$ cat src/sv/scsi_block_command_decoder_macros.svh
// Assertion macros for the SCSI block command decoder
`ifndef SCSI_BLOCK_COMMAND_DECODER_MACROS_SVH
`define SCSI_BLOCK_COMMAND_DECODER_MACROS_SVH
`ifndef NO_ASSERTIONS
`define SCB_ASSERT(lbl, prop, msg) \
  lbl: assert property (@(posedge clk_i) disable iff (!rst_ni) prop) else $error(msg);
`define SCB_ASSERT_NEVER(lbl, expr, msg) \
  lbl: assert property (@(posedge clk_i) disable iff (!rst_ni) !(expr)) else $error(msg);
`else
`define SCB_ASSERT(lbl, prop, msg)
`define SCB_ASSERT_NEVER(lbl, expr, msg)
`endif
`endif

$ cat src/sv/scb_pkg.sv
// Shared types and constants of the SCSI block command decoder
`timescale 1ns / 1ps
`default_nettype none
package scb_pkg;

  localparam int unsigned CFG_IDX_W   = 3;
  localparam int unsigned MLEN_W      = 7;
  localparam int unsigned NWORDS_W    = 4;
  localparam int unsigned QUEUE_DEPTH = 2;
  localparam int unsigned QPTR_W      = 1;
  localparam int unsigned QCNT_W      = 2;
  localparam int unsigned DIV_STEPS   = 32;
  localparam int unsigned DIV_CNT_W   = 5;

  typedef enum logic [CFG_IDX_W-1:0] {
    CFG_CAPACITY    = 3'd0,
    CFG_BLOCK_BYTES = 3'd1,
    CFG_VENDOR      = 3'd2,
    CFG_PRODUCT     = 3'd3,
    CFG_REVISION    = 3'd4,
    CFG_SERIAL      = 3'd5
  } cfg_idx_e;

  localparam logic [7:0] OPC_TUR         = 8'h00;
  localparam logic [7:0] OPC_MODE_SENSE6 = 8'h1a;
  localparam logic [7:0] OPC_INQUIRY     = 8'h12;
  localparam logic [7:0] OPC_RCAP10      = 8'h25;
  localparam logic [7:0] OPC_SAI16       = 8'h9e;
  localparam logic [7:0] OPC_WRITE10     = 8'h2a;
  localparam logic [7:0] OPC_WRITE16     = 8'h8a;
  localparam logic [7:0] OPC_READ16      = 8'h88;
  localparam logic [7:0] OPC_READ10      = 8'h28;
  localparam logic [7:0] OPC_READ6       = 8'h08;
  localparam logic [7:0] OPC_REPORT_LUNS = 8'ha0;

  localparam logic [7:0] PAGE_STD        = 8'h00;
  localparam logic [7:0] PAGE_DEV_ID     = 8'h83;
  localparam logic [7:0] PAGE_BLK_LIMITS = 8'hb0;
  localparam logic [7:0] PAGE_BLK_CHAR   = 8'hb1;
  localparam logic [4:0] SA_RCAP16       = 5'h10;
  localparam logic [4:0] SA_LBA_STATUS   = 5'h12;

  localparam logic [1:0] STATUS_ASIS = 2'd0;
  localparam logic [1:0] STATUS_GOOD = 2'd1;
  localparam logic [1:0] STATUS_R2T  = 2'd2;
  localparam logic [1:0] SENSE_NONE       = 2'd0;
  localparam logic [1:0] SENSE_FIXED_OPC  = 2'd1;
  localparam logic [1:0] SENSE_DESC_FIELD = 2'd2;
  localparam logic [1:0] SOP_NONE  = 2'd0;
  localparam logic [1:0] SOP_READ  = 2'd1;
  localparam logic [1:0] SOP_WRITE = 2'd2;

  typedef enum logic [3:0] {
    K_TUR, K_MSENSE, K_INQ_STD, K_INQ_DEVID, K_INQ_BLIM, K_INQ_BCHAR, K_INQ_BAD,
    K_RCAP10, K_RCAP16, K_LBA_STATUS, K_SA_NONE, K_READ, K_WRITE, K_RLUNS, K_UNKNOWN
  } kind_e;

  typedef enum logic [7:0] {
    S_IDLE  = 8'b0000_0001,
    S_DIV   = 8'b0000_0010,
    S_MUL_T = 8'b0000_0100,
    S_CHK_T = 8'b0000_1000,
    S_MUL_O = 8'b0001_0000,
    S_MUL_R = 8'b0010_0000,
    S_HDR   = 8'b0100_0000,
    S_WORD  = 8'b1000_0000
  } state_e;

  typedef struct packed {
    kind_e                 kind;
    logic [63:0]           lba;
    logic [31:0]           tl;
    logic [MLEN_W-1:0]     mlen;
    logic [NWORDS_W-1:0]   nwords;
    logic                  has_data;
    logic [31:0]           rx;
    logic [63:0]           cdb_head;
    logic [63:0]           cdb_tail;
  } rec_t;

  typedef struct packed {
    logic [63:0] capacity;
    logic [31:0] block_bytes;
    logic [63:0] vendor;
    logic [63:0] product;
    logic [31:0] revision;
    logic [63:0] serial;
  } cfg_t;

  typedef struct packed {
    logic        is_header;
    logic [1:0]  status;
    logic [1:0]  sense;
    logic        meta;
    logic [63:0] len;
    logic [1:0]  op;
    logic [63:0] lba;
    logic [31:0] count;
    logic [63:0] off;
    logic [63:0] rem;
    logic [63:0] word;
    logic        last;
  } res_t;

endpackage
`default_nettype wire

$ cat src/sv/scb_front.sv
// Front end: accepts command blocks and classifies them
`timescale 1ns / 1ps
`default_nettype none
module scb_front import scb_pkg::*; (
  input  wire logic        push_i,
  input  wire logic        full_i,
  input  wire logic [63:0] cdb_head_i,
  input  wire logic [63:0] cdb_tail_i,
  input  wire logic        has_data_i,
  input  wire logic [31:0] data_size_i,
  output logic             wr_o,
  output rec_t             rec_o
);

  logic [7:0]        opc, c1, c2;
  logic [15:0]       alloc;
  logic [MLEN_W-1:0] plen;
  logic [7:0]        nw_sum;

  assign opc   = cdb_head_i[63:56];
  assign c1    = cdb_head_i[55:48];
  assign c2    = cdb_head_i[47:40];
  assign alloc = cdb_head_i[39:24];
  assign wr_o  = push_i & ~full_i;

  always_comb begin
    rec_o          = '0;
    rec_o.cdb_head = cdb_head_i;
    rec_o.cdb_tail = cdb_tail_i;
    rec_o.has_data = has_data_i;
    rec_o.rx       = data_size_i;
    rec_o.kind     = K_UNKNOWN;
    plen           = '0;
    case (opc)
      OPC_TUR: begin
        rec_o.kind = K_TUR;
      end
      OPC_MODE_SENSE6: begin
        rec_o.kind = K_MSENSE;
        plen       = 7'd4;
      end
      OPC_INQUIRY: begin
        rec_o.kind = K_INQ_BAD;
        if (!c1[0]) begin
          if (c2 == PAGE_STD) begin
            rec_o.kind = K_INQ_STD;
            plen       = 7'd68;
          end
        end else if (c2 == PAGE_DEV_ID) begin
          rec_o.kind = K_INQ_DEVID;
          plen       = 7'd9;
        end else if (c2 == PAGE_BLK_LIMITS) begin
          rec_o.kind = K_INQ_BLIM;
          plen       = 7'd64;
        end else if (c2 == PAGE_BLK_CHAR) begin
          rec_o.kind = K_INQ_BCHAR;
          plen       = 7'd64;
        end
        if ({9'b0, plen} > alloc) begin
          plen = alloc[MLEN_W-1:0];
        end
      end
      OPC_RCAP10: begin
        rec_o.kind = K_RCAP10;
        plen       = 7'd8;
      end
      OPC_SAI16: begin
        rec_o.kind = K_SA_NONE;
        if (c1[4:0] == SA_RCAP16) begin
          rec_o.kind = K_RCAP16;
          plen       = 7'd32;
        end else if (c1[4:0] == SA_LBA_STATUS) begin
          rec_o.kind = K_LBA_STATUS;
          plen       = 7'd24;
        end
      end
      OPC_WRITE10, OPC_READ10: begin
        rec_o.kind = (opc == OPC_WRITE10) ? K_WRITE : K_READ;
        rec_o.lba  = {32'b0, cdb_head_i[47:16]};
        rec_o.tl   = {16'b0, cdb_head_i[7:0], cdb_tail_i[63:56]};
      end
      OPC_WRITE16, OPC_READ16: begin
        rec_o.kind = (opc == OPC_WRITE16) ? K_WRITE : K_READ;
        rec_o.lba  = {cdb_head_i[47:0], cdb_tail_i[63:48]};
        rec_o.tl   = cdb_tail_i[47:16];
      end
      OPC_READ6: begin
        rec_o.kind = K_READ;
        rec_o.lba  = {43'b0, cdb_head_i[52:32]};
        rec_o.tl   = (cdb_head_i[31:24] == 8'd0) ? 32'd256 : {24'b0, cdb_head_i[31:24]};
      end
      OPC_REPORT_LUNS: begin
        rec_o.kind = K_RLUNS;
        plen       = 7'd16;
      end
      default: begin
        rec_o.kind = K_UNKNOWN;
      end
    endcase
    rec_o.mlen   = plen;
    nw_sum       = ({1'b0, plen} + 8'd7) >> 3;
    rec_o.nwords = nw_sum[NWORDS_W-1:0];
  end

endmodule
`default_nettype wire

$ cat src/sv/scb_queue.sv
// Short queue of classified commands between front and back
`timescale 1ns / 1ps
`default_nettype none
module scb_queue import scb_pkg::*; (
  input  wire logic clk_i,
  input  wire logic rst_ni,
  input  wire logic wr_i,
  input  rec_t      rec_i,
  input  wire logic rd_i,
  output rec_t      rec_o,
  output logic      full_o,
  output logic      empty_o
);

  rec_t              mem_q [QUEUE_DEPTH];
  logic [QPTR_W-1:0] wptr_q, rptr_q;
  logic [QCNT_W-1:0] cnt_q;

  assign full_o  = (cnt_q == QCNT_W'(QUEUE_DEPTH));
  assign empty_o = (cnt_q == '0);
  assign rec_o   = mem_q[rptr_q];

  always_ff @(posedge clk_i or negedge rst_ni) begin
    if (!rst_ni) begin
      wptr_q <= '0;
      rptr_q <= '0;
      cnt_q  <= '0;
    end else begin
      if (wr_i) wptr_q <= wptr_q + 1'b1;
      if (rd_i) rptr_q <= rptr_q + 1'b1;
      if (wr_i && !rd_i) cnt_q <= cnt_q + 1'b1;
      else if (rd_i && !wr_i) cnt_q <= cnt_q - 1'b1;
    end
  end

  always_ff @(posedge clk_i) begin
    if (wr_i) mem_q[wptr_q] <= rec_i;
  end

endmodule
`default_nettype wire

$ cat src/sv/scb_back.sv
// Back end: size arithmetic, header and metadata word emission
`timescale 1ns / 1ps
`default_nettype none
`include "scsi_block_command_decoder_macros.svh"
module scb_back import scb_pkg::*; (
  input  wire logic clk_i,
  input  wire logic rst_ni,
  input  cfg_t      cfg_i,
  input  rec_t      rec_i,
  input  wire logic qempty_i,
  output logic      qrd_o,
  input  wire logic pop_i,
  output logic      ovalid_o,
  output res_t      res_o
);

  state_e               state_q, state_d;
  rec_t                 rec_q, rec_d;
  logic [1:0]           status_q, status_d, sense_q, sense_d, op_q, op_d;
  logic                 meta_q, meta_d;
  logic [63:0]          len_q, len_d, lba_q, lba_d, off_q, off_d, rem_q, rem_d;
  logic [63:0]          prod_q, prod_d;
  logic [31:0]          cnt_q, cnt_d, mul_a_q, mul_a_d, quot_q, quot_d, rmd_q, rmd_d;
  logic [DIV_CNT_W-1:0] dcnt_q, dcnt_d;
  logic [NWORDS_W-1:0]  words_q, words_d, k_q, k_d;
  logic                 ovalid_q;
  res_t                 res_q, emit_res;
  logic                 emit, out_free;
  logic [63:0]          mul_prod;
  logic [32:0]          dtrial, ddiff;
  logic                 dge;
  logic [63:0]          raw_word, word;
  logic [MLEN_W-1:0]    rem_bytes;

  assign out_free = ~ovalid_q | pop_i;
  assign mul_prod = mul_a_q * cfg_i.block_bytes;
  assign dtrial   = {rmd_q, quot_q[31]};
  assign ddiff    = dtrial - {1'b0, cfg_i.block_bytes};
  assign dge      = (dtrial >= {1'b0, cfg_i.block_bytes});
  assign ovalid_o = ovalid_q;
  assign res_o    = res_q;

  always_comb begin
    raw_word = '0;
    case (rec_q.kind)
      K_MSENSE:    if (k_q == 4'd0) raw_word = 64'h0300_0000_0000_0000;
      K_INQ_DEVID: begin
        if (k_q == 4'd0) raw_word = 64'h0083_0001_0000_0001;
        else if (k_q == 4'd1) raw_word = 64'h0100_0000_0000_0000;
      end
      K_INQ_BLIM:  if (k_q == 4'd0) raw_word = 64'h00b0_003c_0000_0000;
      K_INQ_BCHAR: if (k_q == 4'd0) raw_word = 64'h00b1_003c_1c20_0000;
      K_INQ_STD: begin
        case (k_q)
          4'd0:    raw_word = 64'h0000_0502_3f00_0000;
          4'd1:    raw_word = cfg_i.vendor;
          4'd2:    raw_word = cfg_i.product;
          4'd4:    raw_word = {cfg_i.revision, cfg_i.serial[63:32]};
          4'd5:    raw_word = {cfg_i.serial[31:0], 32'h0};
          4'd7:    raw_word = 64'h0000_04c0_0960_01fb;
          4'd8:    raw_word = 64'h0120_0000_0000_0000;
          default: raw_word = '0;
        endcase
      end
      K_RCAP10: begin
        if (k_q == 4'd0) begin
          raw_word = {(cfg_i.capacity > 64'hffff_ffff) ? 32'hffff_ffff
                                                       : cfg_i.capacity[31:0],
                      cfg_i.block_bytes};
        end
      end
      K_RCAP16: begin
        if (k_q == 4'd0) raw_word = cfg_i.capacity;
        else if (k_q == 4'd1) raw_word = {cfg_i.block_bytes, 8'h10, 24'h0};
      end
      K_LBA_STATUS: begin
        if (k_q == 4'd0) raw_word = 64'h0000_0015_0000_0000;
        else if (k_q == 4'd1) raw_word = {rec_q.cdb_head[47:0], rec_q.cdb_tail[63:48]};
        else if (k_q == 4'd2) raw_word = {rec_q.cdb_tail[47:16], 32'h0};
      end
      K_RLUNS:     if (k_q == 4'd0) raw_word = 64'h0000_0001_0000_0000;
      default:     raw_word = '0;
    endcase
  end

  // keep only bytes that lie below the payload length
  assign rem_bytes = len_q[MLEN_W-1:0] - {k_q, 3'b000};
  always_comb begin
    word = '0;
    for (int i = 0; i < 8; i++) begin
      if (MLEN_W'(i) < rem_bytes) word[63-8*i -: 8] = raw_word[63-8*i -: 8];
    end
  end

  always_comb begin
    state_d  = state_q;
    rec_d    = rec_q;
    status_d = status_q;
    sense_d  = sense_q;
    op_d     = op_q;
    meta_d   = meta_q;
    len_d    = len_q;
    lba_d    = lba_q;
    off_d    = off_q;
    rem_d    = rem_q;
    prod_d   = prod_q;
    cnt_d    = cnt_q;
    mul_a_d  = mul_a_q;
    quot_d   = quot_q;
    rmd_d    = rmd_q;
    dcnt_d   = dcnt_q;
    words_d  = words_q;
    k_d      = k_q;
    qrd_o    = 1'b0;
    emit     = 1'b0;
    emit_res = '0;
    case (state_q)
      S_IDLE: begin
        if (!qempty_i) begin
          qrd_o    = 1'b1;
          rec_d    = rec_i;
          status_d = STATUS_ASIS;
          sense_d  = SENSE_NONE;
          op_d     = SOP_NONE;
          meta_d   = 1'b1;
          len_d    = {{(64-MLEN_W){1'b0}}, rec_i.mlen};
          lba_d    = '0;
          off_d    = '0;
          rem_d    = '0;
          cnt_d    = '0;
          words_d  = rec_i.nwords;
          k_d      = '0;
          mul_a_d  = rec_i.tl;
          quot_d   = rec_i.rx;
          rmd_d    = '0;
          dcnt_d   = '0;
          state_d  = S_HDR;
          case (rec_i.kind)
            K_TUR:     status_d = STATUS_GOOD;
            K_INQ_BAD: sense_d  = SENSE_DESC_FIELD;
            K_UNKNOWN: sense_d  = SENSE_FIXED_OPC;
            K_READ: begin
              meta_d  = 1'b0;
              state_d = S_MUL_T;
            end
            K_WRITE: begin
              if (!rec_i.has_data) status_d = STATUS_R2T;
              else if (cfg_i.block_bytes != '0) state_d = S_DIV;
            end
            default: ;
          endcase
        end
      end
      S_DIV: begin
        rmd_d  = dge ? ddiff[31:0] : dtrial[31:0];
        quot_d = {quot_q[30:0], dge};
        dcnt_d = dcnt_q + 1'b1;
        if (dcnt_q == DIV_CNT_W'(DIV_STEPS - 1)) state_d = S_MUL_T;
      end
      S_MUL_T: begin
        prod_d  = mul_prod;
        state_d = S_CHK_T;
      end
      S_CHK_T: begin
        state_d = S_HDR;
        if (rec_q.kind == K_READ) begin
          len_d = prod_q;
          if (prod_q != '0) begin
            op_d  = SOP_READ;
            cnt_d = rec_q.tl;
            lba_d = rec_q.lba;
          end
        end else if (quot_q != '0) begin
          op_d  = SOP_WRITE;
          cnt_d = rec_q.tl;
          lba_d = rec_q.lba;
          if (prod_q == {32'b0, rec_q.rx}) begin
            status_d = STATUS_GOOD;
          end else begin
            status_d = STATUS_R2T;
            mul_a_d  = quot_q;
            state_d  = S_MUL_O;
          end
        end
      end
      S_MUL_O: begin
        off_d   = mul_prod;
        mul_a_d = rec_q.tl - quot_q;
        state_d = S_MUL_R;
      end
      S_MUL_R: begin
        rem_d   = (rec_q.tl > quot_q) ? mul_prod : '0;
        state_d = S_HDR;
      end
      S_HDR: begin
        if (out_free) begin
          emit               = 1'b1;
          emit_res.is_header = 1'b1;
          emit_res.status    = status_q;
          emit_res.sense     = sense_q;
          emit_res.meta      = meta_q;
          emit_res.len       = len_q;
          emit_res.op        = op_q;
          emit_res.lba       = lba_q;
          emit_res.count     = cnt_q;
          emit_res.off       = off_q;
          emit_res.rem       = rem_q;
          emit_res.last      = (words_q == '0);
          state_d            = (words_q == '0) ? S_IDLE : S_WORD;
        end
      end
      S_WORD: begin
        if (out_free) begin
          emit          = 1'b1;
          emit_res.word = word;
          emit_res.last = (k_q == words_q - 1'b1);
          k_d           = k_q + 1'b1;
          if (k_q == words_q - 1'b1) state_d = S_IDLE;
        end
      end
      default: state_d = S_IDLE;
    endcase
  end

  always_ff @(posedge clk_i or negedge rst_ni) begin
    if (!rst_ni) begin
      state_q  <= S_IDLE;
      ovalid_q <= 1'b0;
      dcnt_q   <= '0;
      k_q      <= '0;
      words_q  <= '0;
    end else begin
      state_q <= state_d;
      dcnt_q  <= dcnt_d;
      k_q     <= k_d;
      words_q <= words_d;
      if (emit) ovalid_q <= 1'b1;
      else if (pop_i) ovalid_q <= 1'b0;
    end
  end

  always_ff @(posedge clk_i) begin
    rec_q    <= rec_d;
    status_q <= status_d;
    sense_q  <= sense_d;
    op_q     <= op_d;
    meta_q   <= meta_d;
    len_q    <= len_d;
    lba_q    <= lba_d;
    off_q    <= off_d;
    rem_q    <= rem_d;
    prod_q   <= prod_d;
    cnt_q    <= cnt_d;
    mul_a_q  <= mul_a_d;
    quot_q   <= quot_d;
    rmd_q    <= rmd_d;
    if (emit) res_q <= emit_res;
  end

  `SCB_ASSERT(a_word_index_range, (state_q == S_WORD) |-> (k_q < words_q), "word index past count")
  `SCB_ASSERT(a_div_rem_bound, (state_q == S_DIV) |-> (rmd_q < cfg_i.block_bytes), "divider remainder too big")
  `SCB_ASSERT(a_words_only_meta, (state_q == S_WORD) |-> meta_q, "payload words on read data")
  `SCB_ASSERT_NEVER(a_no_read_empty, qrd_o && qempty_i, "queue read while empty")

endmodule
`default_nettype wire

$ cat src/sv/scsi_block_command_decoder.sv
// Top level of the SCSI block command decoder
//
//  channel  | handshake        | payload
//  ---------+------------------+---------------------------------------------
//  command  | push / full      | cdb_head_i cdb_tail_i has_data_i data_size_i
//  result   | empty / pop      | is_header_o .. payload_word_o last_o
//  config   | cfg_we_i         | cfg_idx_i cfg_data_i
//
// Metadata commands emit a header, then their words; reads multiply first.
// Writes with data run the 32-step block-size divider if block_bytes != 0.
// A two-entry command queue decouples intake from the back end.
// Reset clears control state and loads block_bytes with 512.
// The back end stalls only when the result register is full and not popped.
`timescale 1ns / 1ps
`default_nettype none
module scsi_block_command_decoder import scb_pkg::*; (
  input  wire logic                 clk_i,
  input  wire logic                 rst_ni,
  input  wire logic                 push,
  output logic                      full,
  input  wire logic [63:0]          cdb_head_i,
  input  wire logic [63:0]          cdb_tail_i,
  input  wire logic                 has_data_i,
  input  wire logic [31:0]          data_size_i,
  output logic                      empty,
  input  wire logic                 pop,
  output logic                      is_header_o,
  output logic [1:0]                status_kind_o,
  output logic [1:0]                sense_kind_o,
  output logic                      payload_is_meta_o,
  output logic [63:0]               payload_length_o,
  output logic [1:0]                storage_op_o,
  output logic [63:0]               start_lba_o,
  output logic [31:0]               block_count_o,
  output logic [63:0]               r2t_offset_o,
  output logic [63:0]               r2t_remaining_o,
  output logic [63:0]               payload_word_o,
  output logic                      last_o,
  input  wire logic                 cfg_we_i,
  input  wire logic [CFG_IDX_W-1:0] cfg_idx_i,
  input  wire logic [63:0]          cfg_data_i
);

  cfg_t cfg_q;
  rec_t front_rec, queue_rec;
  logic front_wr, q_full, q_empty, q_rd, ovalid;
  res_t res;

  always_ff @(posedge clk_i or negedge rst_ni) begin
    if (!rst_ni) begin
      cfg_q <= '{block_bytes: 32'd512, default: '0};
    end else if (cfg_we_i) begin
      case (cfg_idx_e'(cfg_idx_i))
        CFG_CAPACITY:    cfg_q.capacity    <= cfg_data_i;
        CFG_BLOCK_BYTES: cfg_q.block_bytes <= cfg_data_i[31:0];
        CFG_VENDOR:      cfg_q.vendor      <= cfg_data_i;
        CFG_PRODUCT:     cfg_q.product     <= cfg_data_i;
        CFG_REVISION:    cfg_q.revision    <= cfg_data_i[31:0];
        CFG_SERIAL:      cfg_q.serial      <= cfg_data_i;
        default: ;
      endcase
    end
  end

  scb_front u_front (
    .push_i      (push),
    .full_i      (q_full),
    .cdb_head_i  (cdb_head_i),
    .cdb_tail_i  (cdb_tail_i),
    .has_data_i  (has_data_i),
    .data_size_i (data_size_i),
    .wr_o        (front_wr),
    .rec_o       (front_rec)
  );

  scb_queue u_queue (
    .clk_i   (clk_i),
    .rst_ni  (rst_ni),
    .wr_i    (front_wr),
    .rec_i   (front_rec),
    .rd_i    (q_rd),
    .rec_o   (queue_rec),
    .full_o  (q_full),
    .empty_o (q_empty)
  );

  scb_back u_back (
    .clk_i    (clk_i),
    .rst_ni   (rst_ni),
    .cfg_i    (cfg_q),
    .rec_i    (queue_rec),
    .qempty_i (q_empty),
    .qrd_o    (q_rd),
    .pop_i    (pop),
    .ovalid_o (ovalid),
    .res_o    (res)
  );

  assign full              = q_full;
  assign empty             = ~ovalid;
  assign is_header_o       = res.is_header;
  assign status_kind_o     = res.status;
  assign sense_kind_o      = res.sense;
  assign payload_is_meta_o = res.meta;
  assign payload_length_o  = res.len;
  assign storage_op_o      = res.op;
  assign start_lba_o       = res.lba;
  assign block_count_o     = res.count;
  assign r2t_offset_o      = res.off;
  assign r2t_remaining_o   = res.rem;
  assign payload_word_o    = res.word;
  assign last_o            = res.last;

endmodule
`default_nettype wire
$ cat config.mk
export PLATFORM = sky130hd
export DESIGN_NAME = scsi_block_command_decoder
export DESIGN_NICKNAME = d
export VERILOG_FILES = /design/src/sv/scb_pkg.sv /design/src/sv/scb_front.sv /design/src/sv/scb_queue.sv /design/src/sv/scb_back.sv /design/src/sv/scsi_block_command_decoder.sv
export VERILOG_INCLUDE_DIRS = /design/src /design/src/sv
export SDC_FILE = /design/constraint.sdc
export NUM_CORES = 2
export LEC_CHECK = 0
export BUFFER_PORTS_ARGS = -buffer_cell sky130_fd_sc_hd__buf_2
export CAP_MARGIN = 0
export CORE_ASPECT_RATIO = 0.75
export CORE_MARGIN = 1.5
export CORE_UTILIZATION = 40
export CTS_CLUSTER_SIZE = 40
export DETAILED_ROUTE_END_ITERATION = 8
export PLACE_DENSITY_LB_ADDON = 0.25
export SYNTH_ARGS = -nofsm -noshare
export SYNTH_HDL_FRONTEND = slang
export SYNTH_HIERARCHICAL = 1
export SYNTH_SLANG_ARGS = --single-unit
$ cat constraint.sdc
create_clock -name clk_i -period 19.58 [get_ports clk_i]
set_input_delay 3.916 -clock clk_i [delete_from_list [all_inputs] [get_ports clk_i]]
set_output_delay 3.916 -clock clk_i [all_outputs]
set_load 0.1 [all_outputs]
* Yosys cells after proc, flatten, opt, wreduce, memory -nomap -nowiden
Memory sizes are Yosys's and may differ from the RTL's. Cells that the tools add are included.
Storage, ports and cells: bits in registers 1406, RAM bits 544, input port bits 233, output and inout port bits 363, logic and storage cells 304, memories 1
Operators by class: add/subtract/negate cells 11, multipliers 1, magnitude comparators 12, equal/unequal tests 63, mux-type cells 108, bitwise logic cells 5, reduce and logical (&&, ||, !) cells 51
Memories:
- u_queue.mem_q | depth 2, width 272, read ports 1, clocked after memory_dff 0, wr ports 1, line scb_queue.sv:15 | rec_t mem_q [QUEUE_DEPTH];
Operators with widths (count):
- 64-bit 2-to-1 mux | 14
- 64-bit case mux with 9 select lines | 1
- 64-bit case mux with 2 select lines | 4
- 64-bit case mux with 7 select lines | 1
- 32-bit 2-to-1 mux | 11
- 296-bit 2-to-1 mux | 1
- 96-bit case mux with 3 select lines | 1
- 32-bit case mux with 2 select lines | 3
- 56-bit 2-to-1 mux | 2
- 32-bit case mux with 3 select lines | 1
- 8-bit 2-to-1 mux | 9
- 64-bit by 32-bit equality test with 1-bit output | 1
- 8-bit equality test, second input constant | 8
- 64-bit by 32-bit > comparator with 1-bit output, second input constant | 1
- 32-bit by 32-bit multiplier with 64-bit output | 1
- 8-bit case mux with 8 select lines | 1
- 32-bit nonzero test | 2
- 64-bit nonzero test | 1
- 32-bit subtractor | 2
- 7-bit 2-to-1 mux | 9
- 58-bit 2-to-1 mux | 1
- 57-bit 2-to-1 mux | 1
- 4-bit case mux with 9 select lines | 1
- 7-bit case mux with 5 select lines | 1
- other kinds (64) | 173

* Longest topological paths before layout
word-level depth 10, gate-level depth with buffers 29, gate-level depth less buffers 27

* Hierarchy
Netlist, hierarchy kept.
Modules (own cells, without submodules):
- scb_back | instances 1, cells each 7187, area an instance 79866.6 um^2, seq. area each 31901.8 um^2
- scb_queue | instances 1, cells each 862, area an instance 19980.4 um^2, seq. area each 16435.8 um^2
- scsi_block_command_decoder | instances 1, cells each 683, area an instance 12359.4 um^2, seq. area each 8008.9 um^2
- scb_front | instances 1, cells each 431, area an instance 3051.7 um^2, seq. area each 0.0 um^2

* Least setup slack after synthesis
No wires, ideal clock.
path type input to register, start input pop, end register u_back.res_q (netlist bit u_back/res_o[0]), enable pin, setup time 1206 ps, data arrival time 21340 ps, required time 18374 ps, setup slack -2966 ps, stages on the path 2, path buffers 0, cells stage by stage nor2b_1 -> a21oi_1
On the way: word-level cells in the longest chain between the ends 3
RTL lines:
- from (decl) | line scsi_block_command_decoder.sv:26 | input wire logic pop,
- 1-bit OR | line scb_back.sv:35 | assign out_free = ~ovalid_q | pop_i;
- 1-bit 2-to-1 mux | line scb_back.sv:196, scb_back.sv:213
- 1-bit 2-to-1 mux
- net u_back.emit | line scb_back.sv:28 | logic emit, out_free;
- to (signal assigned) | line scb_back.sv:257 | if (emit) res_q <= emit_res;
- to (decl) | line scb_back.sv:27 | res_t res_q, emit_res;
The timed path passes the listed nets, and every way through them passes these cells. A chain may end at the register's enable or synchronous reset.

* Final worst setup path
start register cfg_q[233] in the netlist's numbering, end register u_back.rem_q[63] (data pin)
On the way: word-level cells in the longest chain between the ends 3
RTL lines:
- from (decl) | line scsi_block_command_decoder.sv:44 | cfg_t cfg_q;
- 32-bit by 32-bit multiplier with 64-bit output | line scb_back.sv:36 | assign mul_prod = mul_a_q * cfg_i.block_bytes;
- 64-bit 2-to-1 mux | line scb_back.sv:192 | rem_d = (rec_q.tl > quot_q) ? mul_prod : '0;
- 64-bit case mux with 2 select lines | line scb_back.sv:117 | case (state_q)
- to (signal assigned) | line scb_back.sv:251 | rem_q <= rem_d;
- to (decl) | line scb_back.sv:21 | logic [63:0] len_q, len_d, lba_q, lba_d, off_q, off_d, rem_q, rem_d;
Every way passes these cells.

==> results.md <==
* Worst r2r path cells at 25
* Failing checks: DRC
* P&R area growth vs syn at 10.0%
* Crit end category: register
* Die area at ~280000 um^2
* Worst rel slew slack at between 10% and 20%
* Total core area at 280000 um^2
* Min-delay src: cfg_q[65]
* Post-Syn Area at about 110000 um^2
* Port Buffers at approximately 580
* Root buf cell: clkbuf_16
* Worst Setup Path Type: register to register
* Clock sinks at 1870
* I/O pin count at between 500 and 600
* # Max-Cap Violations at 0
* Final instance area at roughly 120000 um^2
* Status: finished with violations
* Crit path launch type: register
* Routed vias at ~74000
* WP data required at roughly 20 ns
* Cell Area, Placed at 118000 um^2
* CP Max Fanout at 37
* Worst Hold End: cfg_q[65]
* Syn Inst Count at between 9000 and 10000
* Reg2reg setup slack at about 10 ns
* ANT nets after route at 0
* WL final at between 300 and 400 mm
* Antenna violations before repair at 90
* Post-CTS Hold Buffers at 0
* Cts bufs inserted at 190
* Wirelength per Cell at between 20 and 30 um
* Final WS setup at roughly 10 ns
* Die Y at about 460 um
* Syn Nets at between 10000 and 15000
* Share of cells above drive strength 1 at roughly 17%
* Initial DRC count at just over 9000
* Peak Freq at 0.107 GHz
* GPL Wtd Cong at 0.939
* Worst hold path depth at 1
* Gr ovfl total at 0
* CTS H-tree lvls at 4
* Detail-routed via count per cell at approximately 5.6
* Clk buf depth at 4
* DR pass1 iterations at 9
* All-Layer GR Usage at 25.2%
* Post-CTS sizing at 0
* Total Nets Final at 10728
* Clock transition at path regs at around 0.06 ns
* Syn Area/Cell at 12.5 um^2
* Pins Over Slew Limit at 0
* DP HPWL at between 200 and 300 mm
* Critical R2R Capture: u_back/rem_q[63]
* Final hold viol count at 0
* Setup TNS at 0 ns
* Final setup viols at 0
* Num rows at 168
* Clock Latency Late Sink at a little over 0.9 ns
* Final core utilization at between 40 and 50%
* Worst Tran Pin Value at approximately 1.3 ns
* Min-delay worst type: register to register
* Initial Util at about two fifths
* Largest net degree at the start of global routing at between 150 and 200
* Critical Path AT at 9.85 ns
* TritonCTS clock tree: built
* DIE WIDTH at 616 um
* RSZ-0062 raised after global routing: false
* Reg-to-reg startpoint: cfg_q[233]
* Pre-CTS setup slack at roughly 10 ns
* Vias in the first global route at about 74000
* Period utilization at approximately 48%
* Yosys warning total at 6
* Setup Buffers After CTS at 0
* Crit path time final at 9.31 ns
* Residual DRC count at 5
* Global-route wire length before repair at 526 mm
* Layout Skew at around 0.12 ns
==> sequential cells by signal (all words and copies together) (netlist names), 32 cells and up <==
| signal | count |
|---|---|
| u_back/prod_q | 64 |
| u_back/mul_a_q | 32 |
| u_back/res_o | 361 |
| u_back/len_q | 64 |
| u_back/cnt_q | 32 |
| u_back/lba_q | 64 |
| u_back/quot_q | 32 |
| u_queue/mem_q | 480 |
| u_back/off_q | 64 |
| u_back/rem_q | 64 |
| u_back/rmd_q | 32 |
| cfg_q | 320 |
| u_back/rec_q | 228 |
==> placed cells by master, fill, tap and decap left out, types with 88 or more instances in the layout <==
cell / n
a21oi_1: 180
a222oi_1: 101
a22o_1: 88
and2_1: 782
and3_1: 316
buf_2: 575
buf_4: 126
clkbuf_16: 194
dfrtp_1: 335
edfxtp_1: 1524
fa_1: 899
ha_1: 343
inv_1: 1059
mux2_2: 474
nand2_1: 695
nor2_1: 268
o21ai_0: 195
==> area by class of cell <==
type | instances | area [um^2]
Inverter | 1060 | 3990
Multi-Input combinational cell | 5426 | 50800
Clock inverter | 103 | 1020
Fill cell | 25489 | 156000
Tap cell | 3740 | 4680
Sequential cell | 1870 | 54400
Antenna cell | 44 | 110
Clock buffer | 232 | 5050
Timing Repair Buffer | 705 | 3900
==> metal layers <==
layer	up-vias	global-route usage [%]	part of all wire (%)
met4	48	8.59	3.4
met5	-	0	0.078
met1	37826	36.8	43
met3	576	8.93	13
li1	31206	-	-
met2	4014	34.4	40
==> worst max-delay path, cell delays in order (launching register included) <==
cell and delay (ns):
dfstp_2 0.52, buf_4 0.50, nand2_1 0.16, fa_1 0.53, inv_1 0.05, fa_1 0.71, inv_1 0.11, fa_1 0.54
inv_1 0.05, fa_1 0.48, fa_1 0.56, fa_1 0.42, fa_1 0.62, inv_1 0.11, fa_1 0.51, inv_1 0.05
ha_1 0.38, a2111oi_0 0.42, o21ai_0 0.23, nand3_1 0.12, nand2_1 0.11, a221oi_1 0.59, a21oi_1 0.22, o211ai_1 0.21
nor3b_1 0.62, nor2_1 0.10
==> how the worst max path moves through the flow <==
stage | start | end | slack (ns) | cells past startpoint
after global placement | cfg_q[233] | u_back/off_q[63] | 10.50 | 25
final | cfg_q[233] | u_back/rem_q[63] | 10.27 | 25
after global routing | cfg_q[233] | u_back/prod_q[63] | 9.68 | 25
after detailed placement | cfg_q[233] | u_back/off_q[63] | 10.45 | 25
after CTS | cfg_q[233] | u_back/rem_q[63] | 10.42 | 25
after floorplan | push | u_queue/mem_q[0][100] | 4.00 | 2
==> metrics by stage <==
stage / std cells / hold WS [ns]
4_1_cts: 13136 / 0.494
3_3_place_gp: 12801 / 0.468
6_report: 13180 / 0.491
2_1_floorplan: 9033 / 0.455
3_5_place_dp: 12801 / 0.481
5_1_grt: 13161 / 0.510
Power is not shown: default switching activity piles up to over one toggle a cycle in this logic, so the estimate is an artifact.
